[config.mk]
export PLATFORM = sky130hd
export DESIGN_NAME = xor_block_checksum_opcode_scan
export DESIGN_NICKNAME = d
export VERILOG_FILES = /design/src/hdl/xbcos_pkg.sv /design/src/hdl/xbcos_scan.sv /design/src/hdl/xor_block_checksum_opcode_scan.sv
export SDC_FILE = /design/constraint.sdc
export NUM_CORES = 1
export LEC_CHECK = 0
export CORE_ASPECT_RATIO = 0.9
export CORE_MARGIN = 5
export CORE_UTILIZATION = 50
export CTS_BUF_LIST = sky130_fd_sc_hd__clkbuf_8
export CTS_CLUSTER_DIAMETER = 60
export CTS_CLUSTER_SIZE = 12
export DETAILED_ROUTE_END_ITERATION = 10
export DONT_BUFFER_PORTS = 1
export GPL_TIMING_DRIVEN = 1
export PLACE_DENSITY = 0.67
export SYNTH_ARGS = -nofsm -noshare
export SYNTH_HDL_FRONTEND = slang
export SYNTH_HIERARCHICAL = 1
export SYNTH_SLANG_ARGS = --single-unit
[constraint.sdc]
create_clock -name clock -period 9.2 [get_ports clock]
set_input_delay 0.46 -clock clock [delete_from_list [all_inputs] [get_ports clock]]
set_output_delay 0.46 -clock clock [all_outputs]
set_load 0.02 [all_outputs]
[src/hdl/xbcos_pkg.sv]
// ----------------------------------------------------------------------------
// xbcos_pkg
// Shared constants, types and 6502 opcode tables for the block checksum scan.
// ----------------------------------------------------------------------------
package xbcos_pkg;

   localparam int unsigned BLOCK_BYTES_DEF = 128;
   localparam logic [7:0]  CODE_LENGTH_RST = 8'd114;
   localparam logic [7:0]  CODE_LENGTH_MIN = 8'd3;

   typedef enum logic [2:0] {
      CLS_OK = 3'd0,
      CLS_JM = 3'd1,
      CLS_IL = 3'd2,
      CLS_UN = 3'd3,
      CLS_NP = 3'd4,
      CLS_BR = 3'd5
   } op_class_type;

   // flag bit positions
   localparam int unsigned F_ILL   = 0;
   localparam int unsigned F_JAM   = 1;
   localparam int unsigned F_NOP   = 2;
   localparam int unsigned F_UNOP  = 3;
   localparam int unsigned F_FIRST = 4;

   typedef struct packed {
      logic checksum_ok;
      logic all_valid;
      logic jump_reached_clean;
      logic first_opcode_valid;
      logic saw_illegal;
      logic saw_jam;
      logic saw_nop;
      logic saw_unofficial_nop;
   } verdict_type;

   // registered input transaction handed to the scan stage
   typedef struct packed {
      logic [7:0] plain;
      logic       block_start;
   } item_type;

   function automatic op_class_type op_class(input logic [7:0] b);
      logic [3:0] lo;
      logic [3:0] hi;
      op_class_type c;
      lo = b[3:0];
      hi = b[7:4];
      c  = CLS_OK;
      if (lo == 4'h3 || lo == 4'h7 || lo == 4'hB || lo == 4'hF) c = CLS_IL;
      else if (lo == 4'h2) begin
         if (hi == 4'h0 || hi[0]) c = CLS_JM;
         else if (hi == 4'h8 || hi == 4'hC || hi == 4'hE) c = CLS_UN;
         else c = CLS_OK;
         if (hi == 4'h0 || hi == 4'h1 || hi == 4'h2 || hi == 4'h3 || hi == 4'h4 ||
             hi == 4'h5 || hi == 4'h6 || hi == 4'h7 || hi == 4'h9 || hi == 4'hB ||
             hi == 4'hD || hi == 4'hF) c = CLS_JM;
      end else if (lo == 4'h0) begin
         if (hi[0]) c = CLS_BR;
         else if (hi == 4'h2 || hi == 4'h4 || hi == 4'h6) c = CLS_BR;
         else if (hi == 4'h8) c = CLS_UN;
      end else if (lo == 4'h4) begin
         if (hi == 4'h0 || hi == 4'h1 || hi == 4'h3 || hi == 4'h4 || hi == 4'h5 ||
             hi == 4'h6 || hi == 4'h7 || hi == 4'hD || hi == 4'hF) c = CLS_UN;
      end else if (lo == 4'hC) begin
         if (hi == 4'h0 || hi == 4'h1 || hi == 4'h3 || hi == 4'h5 || hi == 4'h7 ||
             hi == 4'hD || hi == 4'hF) c = CLS_UN;
         else if (hi == 4'h4 || hi == 4'h6) c = CLS_BR;
         else if (hi == 4'h9) c = CLS_IL;
      end else if (lo == 4'hA) begin
         if (hi == 4'h1 || hi == 4'h3 || hi == 4'h5 || hi == 4'h7 || hi == 4'hD ||
             hi == 4'hF) c = CLS_UN;
         else if (hi == 4'hE) c = CLS_NP;
      end else if (lo == 4'h9) begin
         if (hi == 4'h8) c = CLS_UN;
      end else if (lo == 4'hE) begin
         if (hi == 4'h9) c = CLS_IL;
      end
      return c;
   endfunction

   function automatic logic [1:0] op_size(input logic [7:0] b);
      logic [3:0] lo;
      logic [3:0] hi;
      logic [1:0] s;
      lo = b[3:0];
      hi = b[7:4];
      case (lo)
         4'h0: s = (hi == 4'h0 || hi == 4'h4 || hi == 4'h6) ? 2'd1 :
                   (hi == 4'h2) ? 2'd3 : 2'd2;
         4'h1, 4'h5, 4'h6, 4'h4: s = 2'd2;
         4'h2: s = (hi == 4'h8 || hi == 4'hA || hi == 4'hC || hi == 4'hE) ? 2'd2 : 2'd0;
         4'h8, 4'hA: s = 2'd1;
         4'h9: s = hi[0] ? 2'd3 : 2'd2;
         4'hC: s = (hi == 4'h9) ? 2'd0 :
                   (hi[0] && hi != 4'h9 && hi != 4'hB) ? 2'd2 : 2'd3;
         4'hD: s = 2'd3;
         4'hE: s = (hi == 4'h9) ? 2'd0 : 2'd3;
         default: s = 2'd0;
      endcase
      return s;
   endfunction

endpackage

[src/hdl/xbcos_scan.sv]
// ----------------------------------------------------------------------------
// xbcos_scan
// Block state: position, running sum, opcode walk and verdict register.
// ----------------------------------------------------------------------------
module xbcos_scan #(
   parameter int unsigned BLOCK_BYTES = xbcos_pkg::BLOCK_BYTES_DEF
) (
   input  logic                   clock,
   input  logic                   reset,
   input  logic [7:0]             code_length,
   input  logic                   item_valid,
   input  xbcos_pkg::item_type    item,
   output logic                   vrd_valid,
   output xbcos_pkg::verdict_type vrd
);
   import xbcos_pkg::*;

   localparam int unsigned PW = $clog2(BLOCK_BYTES + 1);
   localparam logic [8:0] MAXLEN = 9'(BLOCK_BYTES);

   logic [PW-1:0] pos_ff, pos_in;
   logic [15:0]   sum_ff, sum_in;
   logic [1:0]    opl_ff, opl_in;
   logic          stop_ff, stop_in;
   logic          jmp_ff, jmp_in;
   logic          low_ff, low_in;
   logic [4:0]    flg_ff, flg_in;

   logic [8:0]    len;
   logic [8:0]    p;
   logic [PW-1:0] p0;
   logic [15:0]   s0;
   logic [1:0]    o0;
   logic          st0, j0, l0;
   logic [4:0]    f0;
   op_class_type  cls;
   logic [1:0]    sz;
   logic          fin;

   always_comb begin
      len = {1'b0, code_length};
      if (len < 9'(CODE_LENGTH_MIN)) len = 9'(CODE_LENGTH_MIN);
      if (len > MAXLEN) len = MAXLEN;
      if (item.block_start) begin
         p0 = '0; s0 = '0; o0 = '0; st0 = 1'b0; j0 = 1'b0; l0 = 1'b0; f0 = '0;
      end else begin
         p0 = pos_ff; s0 = sum_ff; o0 = opl_ff; st0 = stop_ff; j0 = jmp_ff;
         l0 = low_ff; f0 = flg_ff;
      end
      p      = 9'(p0);
      sum_in = s0; opl_in = o0; stop_in = st0; jmp_in = j0; low_in = l0; flg_in = f0;
      cls    = op_class(item.plain);
      sz     = op_size(item.plain);
      if (p + 9'd2 < len) begin
         sum_in = s0 + {8'd0, item.plain};
         if (!st0) begin
            if (o0 != 2'd0) opl_in = o0 - 2'd1;
            else if (cls == CLS_JM) begin
               flg_in[F_JAM] = 1'b1; stop_in = 1'b1;
            end else if (cls == CLS_IL) begin
               flg_in[F_ILL] = 1'b1; stop_in = 1'b1;
            end else begin
               if (cls == CLS_UN) flg_in[F_UNOP] = 1'b1;
               else if (cls == CLS_NP) flg_in[F_NOP] = 1'b1;
               else if (cls == CLS_BR) jmp_in = 1'b1;
               if (p == 9'd0) flg_in[F_FIRST] = 1'b1;
               opl_in = (sz != 2'd0) ? sz - 2'd1 : 2'd0;
            end
         end
      end else if (p + 9'd2 == len) begin
         low_in = (item.plain == s0[7:0]);
      end
      fin    = (p + 9'd1 >= len);
      pos_in = p0 + PW'(1);
   end

   always_ff @(posedge clock) begin
      if (reset) begin
         pos_ff <= '0; sum_ff <= '0; opl_ff <= '0; stop_ff <= 1'b0;
         jmp_ff <= 1'b0; low_ff <= 1'b0; flg_ff <= '0; vrd_valid <= 1'b0;
      end else begin
         vrd_valid <= item_valid && fin;
         if (item_valid) begin
            if (fin) begin
               pos_ff <= '0; sum_ff <= '0; opl_ff <= '0; stop_ff <= 1'b0;
               jmp_ff <= 1'b0; low_ff <= 1'b0; flg_ff <= '0;
            end else begin
               pos_ff <= pos_in; sum_ff <= sum_in; opl_ff <= opl_in;
               stop_ff <= stop_in; jmp_ff <= jmp_in; low_ff <= low_in;
               flg_ff <= flg_in;
            end
         end
      end
   end

   always_ff @(posedge clock) begin
      if (item_valid && fin) begin
         vrd.checksum_ok        <= l0 && (item.plain == s0[15:8]);
         vrd.all_valid          <= !f0[F_ILL] && !f0[F_JAM];
         vrd.jump_reached_clean <= j0;
         vrd.first_opcode_valid <= f0[F_FIRST];
         vrd.saw_illegal        <= f0[F_ILL];
         vrd.saw_jam            <= f0[F_JAM];
         vrd.saw_nop            <= f0[F_NOP];
         vrd.saw_unofficial_nop <= f0[F_UNOP];
      end
   end
endmodule

[src/hdl/xor_block_checksum_opcode_scan.sv]
// ----------------------------------------------------------------------------
// xor_block_checksum_opcode_scan
// XOR decrypt, block checksum check and 6502 opcode scan with one verdict.
// ----------------------------------------------------------------------------
// One byte transaction per cycle. The verdict for a block passes the input
// register and then the verdict register before it enters a two-entry output
// queue, and rsp_tvalid rises once it is written there. req_tready drops only
// when the queue together with a verdict still in flight could overflow; with
// rsp_tready held high the input never stalls.
module xor_block_checksum_opcode_scan #(
   parameter int unsigned BLOCK_BYTES = xbcos_pkg::BLOCK_BYTES_DEF
) (
   input  logic        clock,
   input  logic        reset,
   input  logic        csr_valid,
   output logic        csr_ready,
   input  logic [7:0]  csr_data,
   input  logic        req_tvalid,
   output logic        req_tready,
   input  logic [15:0] req_tdata,   // cipher_byte, key_byte
   input  logic        req_tuser,   // block_start
   output logic        rsp_tvalid,
   input  logic        rsp_tready,
   output logic [7:0]  rsp_tdata    // saw_unofficial_nop .. checksum_ok
);
   import xbcos_pkg::*;

   logic [7:0]  code_length_ff;
   logic        iv_ff;
   item_type    item_ff;
   logic        vv;
   verdict_type vrd;
   logic [7:0]  q_ff [2];
   logic [1:0]  cnt_ff;
   logic        rd_ff;
   logic        push, pop;

   assign csr_ready = 1'b1;

   always_ff @(posedge clock) begin
      if (reset) code_length_ff <= CODE_LENGTH_RST;
      else if (csr_valid) code_length_ff <= csr_data;
   end

   // ready leaves queue room for verdicts from the two stages in flight
   assign req_tready = (cnt_ff == 2'd0) || (cnt_ff == 2'd1 && !iv_ff && !vv) ||
                       (pop && !(iv_ff && vv));

   always_ff @(posedge clock) begin
      if (reset) iv_ff <= 1'b0;
      else iv_ff <= req_tvalid && req_tready;
      item_ff.plain       <= req_tdata[7:0] ^ req_tdata[15:8];
      item_ff.block_start <= req_tuser;
   end

   xbcos_scan #(.BLOCK_BYTES(BLOCK_BYTES)) u_scan (
      .clock(clock), .reset(reset), .code_length(code_length_ff),
      .item_valid(iv_ff), .item(item_ff), .vrd_valid(vv), .vrd(vrd));

   assign push       = vv;
   assign pop        = rsp_tvalid && rsp_tready;
   assign rsp_tvalid = cnt_ff != 2'd0;
   assign rsp_tdata  = q_ff[rd_ff];

   always_ff @(posedge clock) begin
      if (reset) begin
         cnt_ff <= '0; rd_ff <= 1'b0;
      end else begin
         cnt_ff <= cnt_ff + {1'b0, push} - {1'b0, pop};
         if (pop) rd_ff <= ~rd_ff;
      end
      if (push) q_ff[rd_ff ^ cnt_ff[0]] <=
         {vrd.saw_unofficial_nop, vrd.saw_nop, vrd.saw_jam, vrd.saw_illegal,
          vrd.first_opcode_valid, vrd.jump_reached_clean, vrd.all_valid,
          vrd.checksum_ok};
   end

   a_no_overflow: assert property (@(posedge clock) disable iff (reset)
      !(cnt_ff == 2'd2 && push && !pop)) else $error("verdict queue overflow");
   a_cnt_range: assert property (@(posedge clock) disable iff (reset)
      cnt_ff != 2'd3) else $error("verdict count out of range");
   a_push_from_item: assert property (@(posedge clock) disable iff (reset)
      vv |-> $past(iv_ff)) else $error("verdict without an item");
endmodule
# Word level (Yosys, flattened, before mapping)
# Memory sizes are Yosys's and may differ from the RTL's. A register that Yosys moved wholly into a read port is not among the register bits.
# Index checks and enable logic that the tools add are counted.
[totals]
register_bits = 64
ram_bits = 16
out_inout_bits = 11
word_cells = 229
memories = 1
[memory_table]
columns = ["name", "depth", "word_bits", "rd", "rd_clocked_by_memory_dff", "wr", "line_no", "source"]
rows = [
  ["q_ff", 2, 8, 1, 1, 1, "xor_block_checksum_opcode_scan.sv:33", "logic [7:0] q_ff [2];"],
]
[classes]
addsub = 8
order_cmp = 4
n_eq_ne = 41
n_mux = 82
n_bitwise = 3
n_reduce_logical = 68
[op_table]
columns = ["operator", "n"]
rows = [
  ["$eq 4x4->1 const B", 16],
  ["$mux 3", 18],
  ["$mux 16", 3],
  ["$logic_or 1x1->1", 43],
  ["$mux 1", 35],
  ["$eq 4x3->1 const B", 8],
  ["$mux 2", 16],
  ["$mux 8", 4],
  ["$mux 5", 5],
  ["$add 16x8->16", 1],
  ["$eq 4x2->1 const B", 4],
  ["$eq 8x8->1", 2],
  ["$pmux 2 s8", 1],
  ["$logic_and 1x1->1", 11],
  ["$add 8x1->9 const B", 1],
  ["$add 8x2->9 const B", 1],
  ["$eq 9x8->1", 1],
  ["$ge 9x8->1", 1],
  ["$lt 9x8->1", 1],
  ["$add 8x1->8 const B", 1],
  ["$eq 4x1->1 const B", 2],
  ["$gt 8x8->1 const B", 1],
  ["$logic_not 4->1", 2],
  ["$logic_not 8->1", 1],
  ["other kinds (17)", 27],
]

# Longest topological paths before layout
[logic_depth]
depth_word = 25
ltp_mapped = 18
ltp_nobuf = 14

# Cells and area by module
# The synthesis kept the hierarchy.
[by_module_without_submodules]
columns = ["module", "n_inst", "cells_each", "area_each_um2", "seq_area_each_um2"]
rows = [
  ["xbcos_scan", 1, 450, 3597.2, 940.9],
  ["xor_block_checksum_opcode_scan", 1, 97, 1396.3, 920.9],
]

# Least setup slack after synthesis
# OpenSTA, ideal clock, no wires.
[synth_path]
kind = "flip-flop to flip-flop"
from = "register item_ff[0] (netlist bit)"
to = "register, netlist name u_scan/vrd[0]"
t_arrival_ps = 3164
required_ps = 8830
slack_ps = 5666
path_stages_with_launch = 16
n_path_buf = 3
synth_period_minus_slack_ps = 3534
cell_sequence = "dfxtp_1 -> inv_1 -> clkbuf_1 -> nand2_1 -> inv_1 -> ha_1 -> nand4_1 -> or3_1 -> a21oi_1 -> ha_1 -> and4_1 -> a32o_1 -> clkbuf_1 -> nor2_2 -> clkbuf_1 -> nor2_1"
[synth_via]
elab_chain_cells = 4
[synth_rtl]
columns = ["element", "line_no", "source"]
rows = [
  ["start, declared", "xor_block_checksum_opcode_scan.sv:30", "item_type item_ff;"],
  ["$mux 8", "xbcos_scan.sv:44", "if (item.block_start) begin"],
  ["$add 8x1->9", "xbcos_scan.sv:73", "fin = (p + 9'd1 >= len);"],
  ["$ge 9x8->1", "xbcos_scan.sv:73", ""],
  ["$logic_and 1x1->1", "xbcos_scan.sv:97", "if (item_valid && fin) begin"],
]
# Every way passes these cells.
# A chain may end at the register's enable or synchronous reset.

# Worst setup path after layout
[layout_path]
from = "register item_ff[0] (netlist bit)"
to = "register u_scan.jmp_ff"
[layout_via]
elab_chain_cells = 10
word_cells_on_any_way = 18
[layout_rtl]
columns = ["element", "line_no", "source"]
rows = [
  ["branches (longest 9 deep; another with $add 8x2->9)", "--", ""],
  ["$mux 1 *", "xbcos_scan.sv:84", "if (fin) begin"],
  ["end signal, assigned", "xbcos_scan.sv:89", "stop_ff <= stop_in; jmp_ff <= jmp_in; low_ff <= low_in;"],
  ["end, declared", "xbcos_scan.sv:25", "logic jmp_ff, jmp_in;"],
]
# Mark *: on every way between the ends.

==> impl_metrics.yaml <==
logic_synthesis:
  ys_seq_area_frac: 0.373
  synth.area.top_cells: "dfxtp_1 (23%), edfxtp_1 (14%), ha_1 (7.3%)"
  synthArstFlopShare: 0
  synth_commonest_cells: "dfxtp_1 (57), nor2_1 (43), nand2_1 (42)"
  postSynthCellCount: 547
  yosys.area.top_type: "dfxtp_1"
  synth_top_area_share: 0.229
  synthFlopType: "dfxtp_1"
  yosysWarningCount: 6
  syn-num-nets: 607
  syn_area_per_cell_um2: 9.13
  synth_edf_count: 24
  synth-seq-cells: 81
  synth_cell_type_count: 75
  synthesis.area_um2: 4990
  yosysMostFrequentCell: "dfxtp_1"
grt:
  antenna_found_initial: 0
  grt_pass1_wl_mm: 18.6
  overflow: 0
  grt_max_degree: 40
  grt_pass1_vias: 3748
  grt_use_total: 0.190
critical_path:
  crit_fanout: 39
  start_kind: "register"
  crit_arrival_ns: 4.76
  worst_ep_required_time_ns: 9.50
  worstSetupPathType: "register to register"
  cp-end-kind: "register"
sta:
  setup_violations: 0
  worst_pin_slew_ns: 0.753
  finalHoldViolations: 0
  slew_viol_final: 0
  clock_skew_ns: 0.0103
  rsz0062_at_grt: "no"
  maxSlewHeadroom: 0.494
  timing.final.crit_share: 0.484
  fin_setup_tns_ns: 0
  fmax_mhz: 224
  period_needed_ns: 4.46
  final.setup.worst_slack_ns: 4.74
power_and_ir_drop:
  fin_total_pwr_w: 0.000916
  p_per_area_nw_per_um2: 176
  ir_worst_vdd_v: 0.000140
  leakage_nw: 1.97
detailed_routing:
  viasPerCell: 6.24
  drc_errors: 0
  drt_iter0_markers: 255
  ant_nets: 0
  firstDrtPassIters: 5
  vias: 4100
  drt_wl_total_mm: 11.3
  wl_per_cell_um: 17.2
placement:
  dp_hpwl_mm: 8.23
  place_congestion: 0.846
  place_ws_ns: 4.84
  numPortBuffers: 0
clocking:
  cts_made_buffers: 9
  max-clock-path-buffers: 2
  clock_sinks: 81
  htree_levels: 3
  cts_hold_buf: 0
  cts-root-buf: "clkbuf_8"
  clk_latency_ns: 0.36
  cts_tree: "built"
  path_clk_slew_ns: 0.08
  cts_resized: 0
  post_cts_buffers: 0
die:
  dieArea_um2: 12100
  ios: 41
  die_x_um: 115
  std_cell_rows: 34
  fp.dieH_um: 105
  core_um2: 9700
  initial_utilization: 0.515
finish:
  n_antenna_cell: 0
  drive_gt1_frac: 0.0810
  nFillCells: 892
  areaGrowthSynthToFinish_pct: 4.46
  finalNetCount: 586
job:
  cap_violations: 0
run_status:
  status: "finished, final reports clean"
worst_hold_path:
  worstHoldPathType: "input port to register"
-- registers in the layout, summed over array words and instances, names as in the netlist, named ones only --
signal            flops
item_ff               9
cnt_ff                2
q_ff                 16
u_scan/low_ff         1
u_scan/sum_ff        16
u_scan/vrd_valid      1
u_scan/opl_ff         2
u_scan/pos_ff         8
u_scan/jmp_ff         1
code_length_ff        8
u_scan/stop_ff        1
iv_ff                 1
u_scan/vrd            8
rd_ff                 1
u_scan/flg_ff         5
-- metrics by stage --
| stage | instance area (µm²) | hold slack [ns] | util | cells |
|---|---|---|---|---|
| after floorplan | 4990 | 0.421 | - | 547 |
| after global placement | 5010 | 0.427 | 0.516 | 641 |
| after detailed placement | 5010 | 0.431 | 0.516 | 641 |
| after CTS | 5220 | 0.102 | 0.538 | 657 |
| after global routing | 5220 | 0.0994 | 0.538 | 657 |
| final | 5220 | 0.122 | 0.538 | 657 |
-- cells by family (layout without fill, tap and decap cells) --
| group | after synthesis | after routing | share of synthesized area |
|---|---|---|---|
| DFF | 81 | 81 | 0.373 |
| buffers and inverters | 52 | 36 | 0.0446 |
| other | 1 | 1 | 0.000751 |
| AOI/OAI and AO/OA | 141 | 141 | 0.202 |
| muxes | 17 | 17 | 0.0368 |
| adders and majority gates | 30 | 30 | 0.0767 |
| xor gates and xnor gates | 29 | 29 | 0.0536 |
| and+or+nand+nor | 196 | 196 | 0.213 |
-- final timing paths --
check	start	to	slack, ns	cells past startpoint
hold reg to reg	u_scan/vrd[7]$_DFFE_PP_	q_ff[0][0]$_DFFE_PP_	0.44	0
setup reg to reg	item_ff[0]$_DFF_P_	u_scan/jmp_ff$_SDFFE_PP0P_	4.74	15
hold / removal	req_tuser	item_ff[0]$_DFF_P_	0.12	0
setup / recovery	item_ff[0]$_DFF_P_	u_scan/jmp_ff$_SDFFE_PP0P_	4.74	15
-- critical path: stages (launching register included) --
cell and delay, ns:
dfxtp_1 0.30, buf_4 0.25, inv_1 0.40, nand2_1 0.17, inv_1 0.13, ha_1 0.23, nand4_1 0.17, or3_1 0.34
a21oi_1 0.20, ha_1 0.27, and4_1 0.19, a21oi_1 0.24, o31ai_4 0.17, nor2_2 0.44, and3_1 0.62, a32o_1 0.25
-- placed cells by master, fill, tap and decap left out, types with 6 or more instances in the layout --
cell type,Yosys,final
clkbuf_8,0,9
o211ai_1,6,6
nor2b_1,27,27
a22o_1,7,7
a31oi_1,10,10
xnor2_1,10,10
nor2_1,43,43
a32o_1,8,8
xor2_1,18,18
o21ai_0,24,24
nor3_1,6,6
inv_1,19,19
ha_1,29,29
a21oi_1,27,27
nand3_1,16,16
edfxtp_1,24,24
nor3b_1,6,6
mux2_2,11,11
mux2i_1,6,6
nand4_1,6,6
nor4_1,8,8
dfxtp_1,57,57
nand2_1,42,42
-- layout make-up --
class,count,area (µm²),area share
flip-flops and latches,81,1860,0.357
repair buffers,1,7.51,0.00144
multi-input cells,414,2910,0.558
clock buffers,9,124,0.0237
well taps,126,158,0.0302
clock inverters,7,85.1,0.0163
inverters,19,71.3,0.0137
-- layer usage --
layer  vias to the layer above  GRT usage  routed length [µm]
met5                         -          0                   0
met4                         0     0.0570                 162
met3                        11     0.0416                 668
met2                       127      0.285                5060
met1                      1975      0.274                5420
li1                       1987          -                   -
-- report_power, final --
| group | switching (W) | internal, W |
|---|---|---|
| sequential | 0.0000416 | 0.000391 |
| clock | 0.000145 | 0.000131 |
| combinational | 0.000113 | 0.0000948 |
| total | 0.000299 | 0.000617 |
Note: power is estimated with default switching activity, not from simulation.
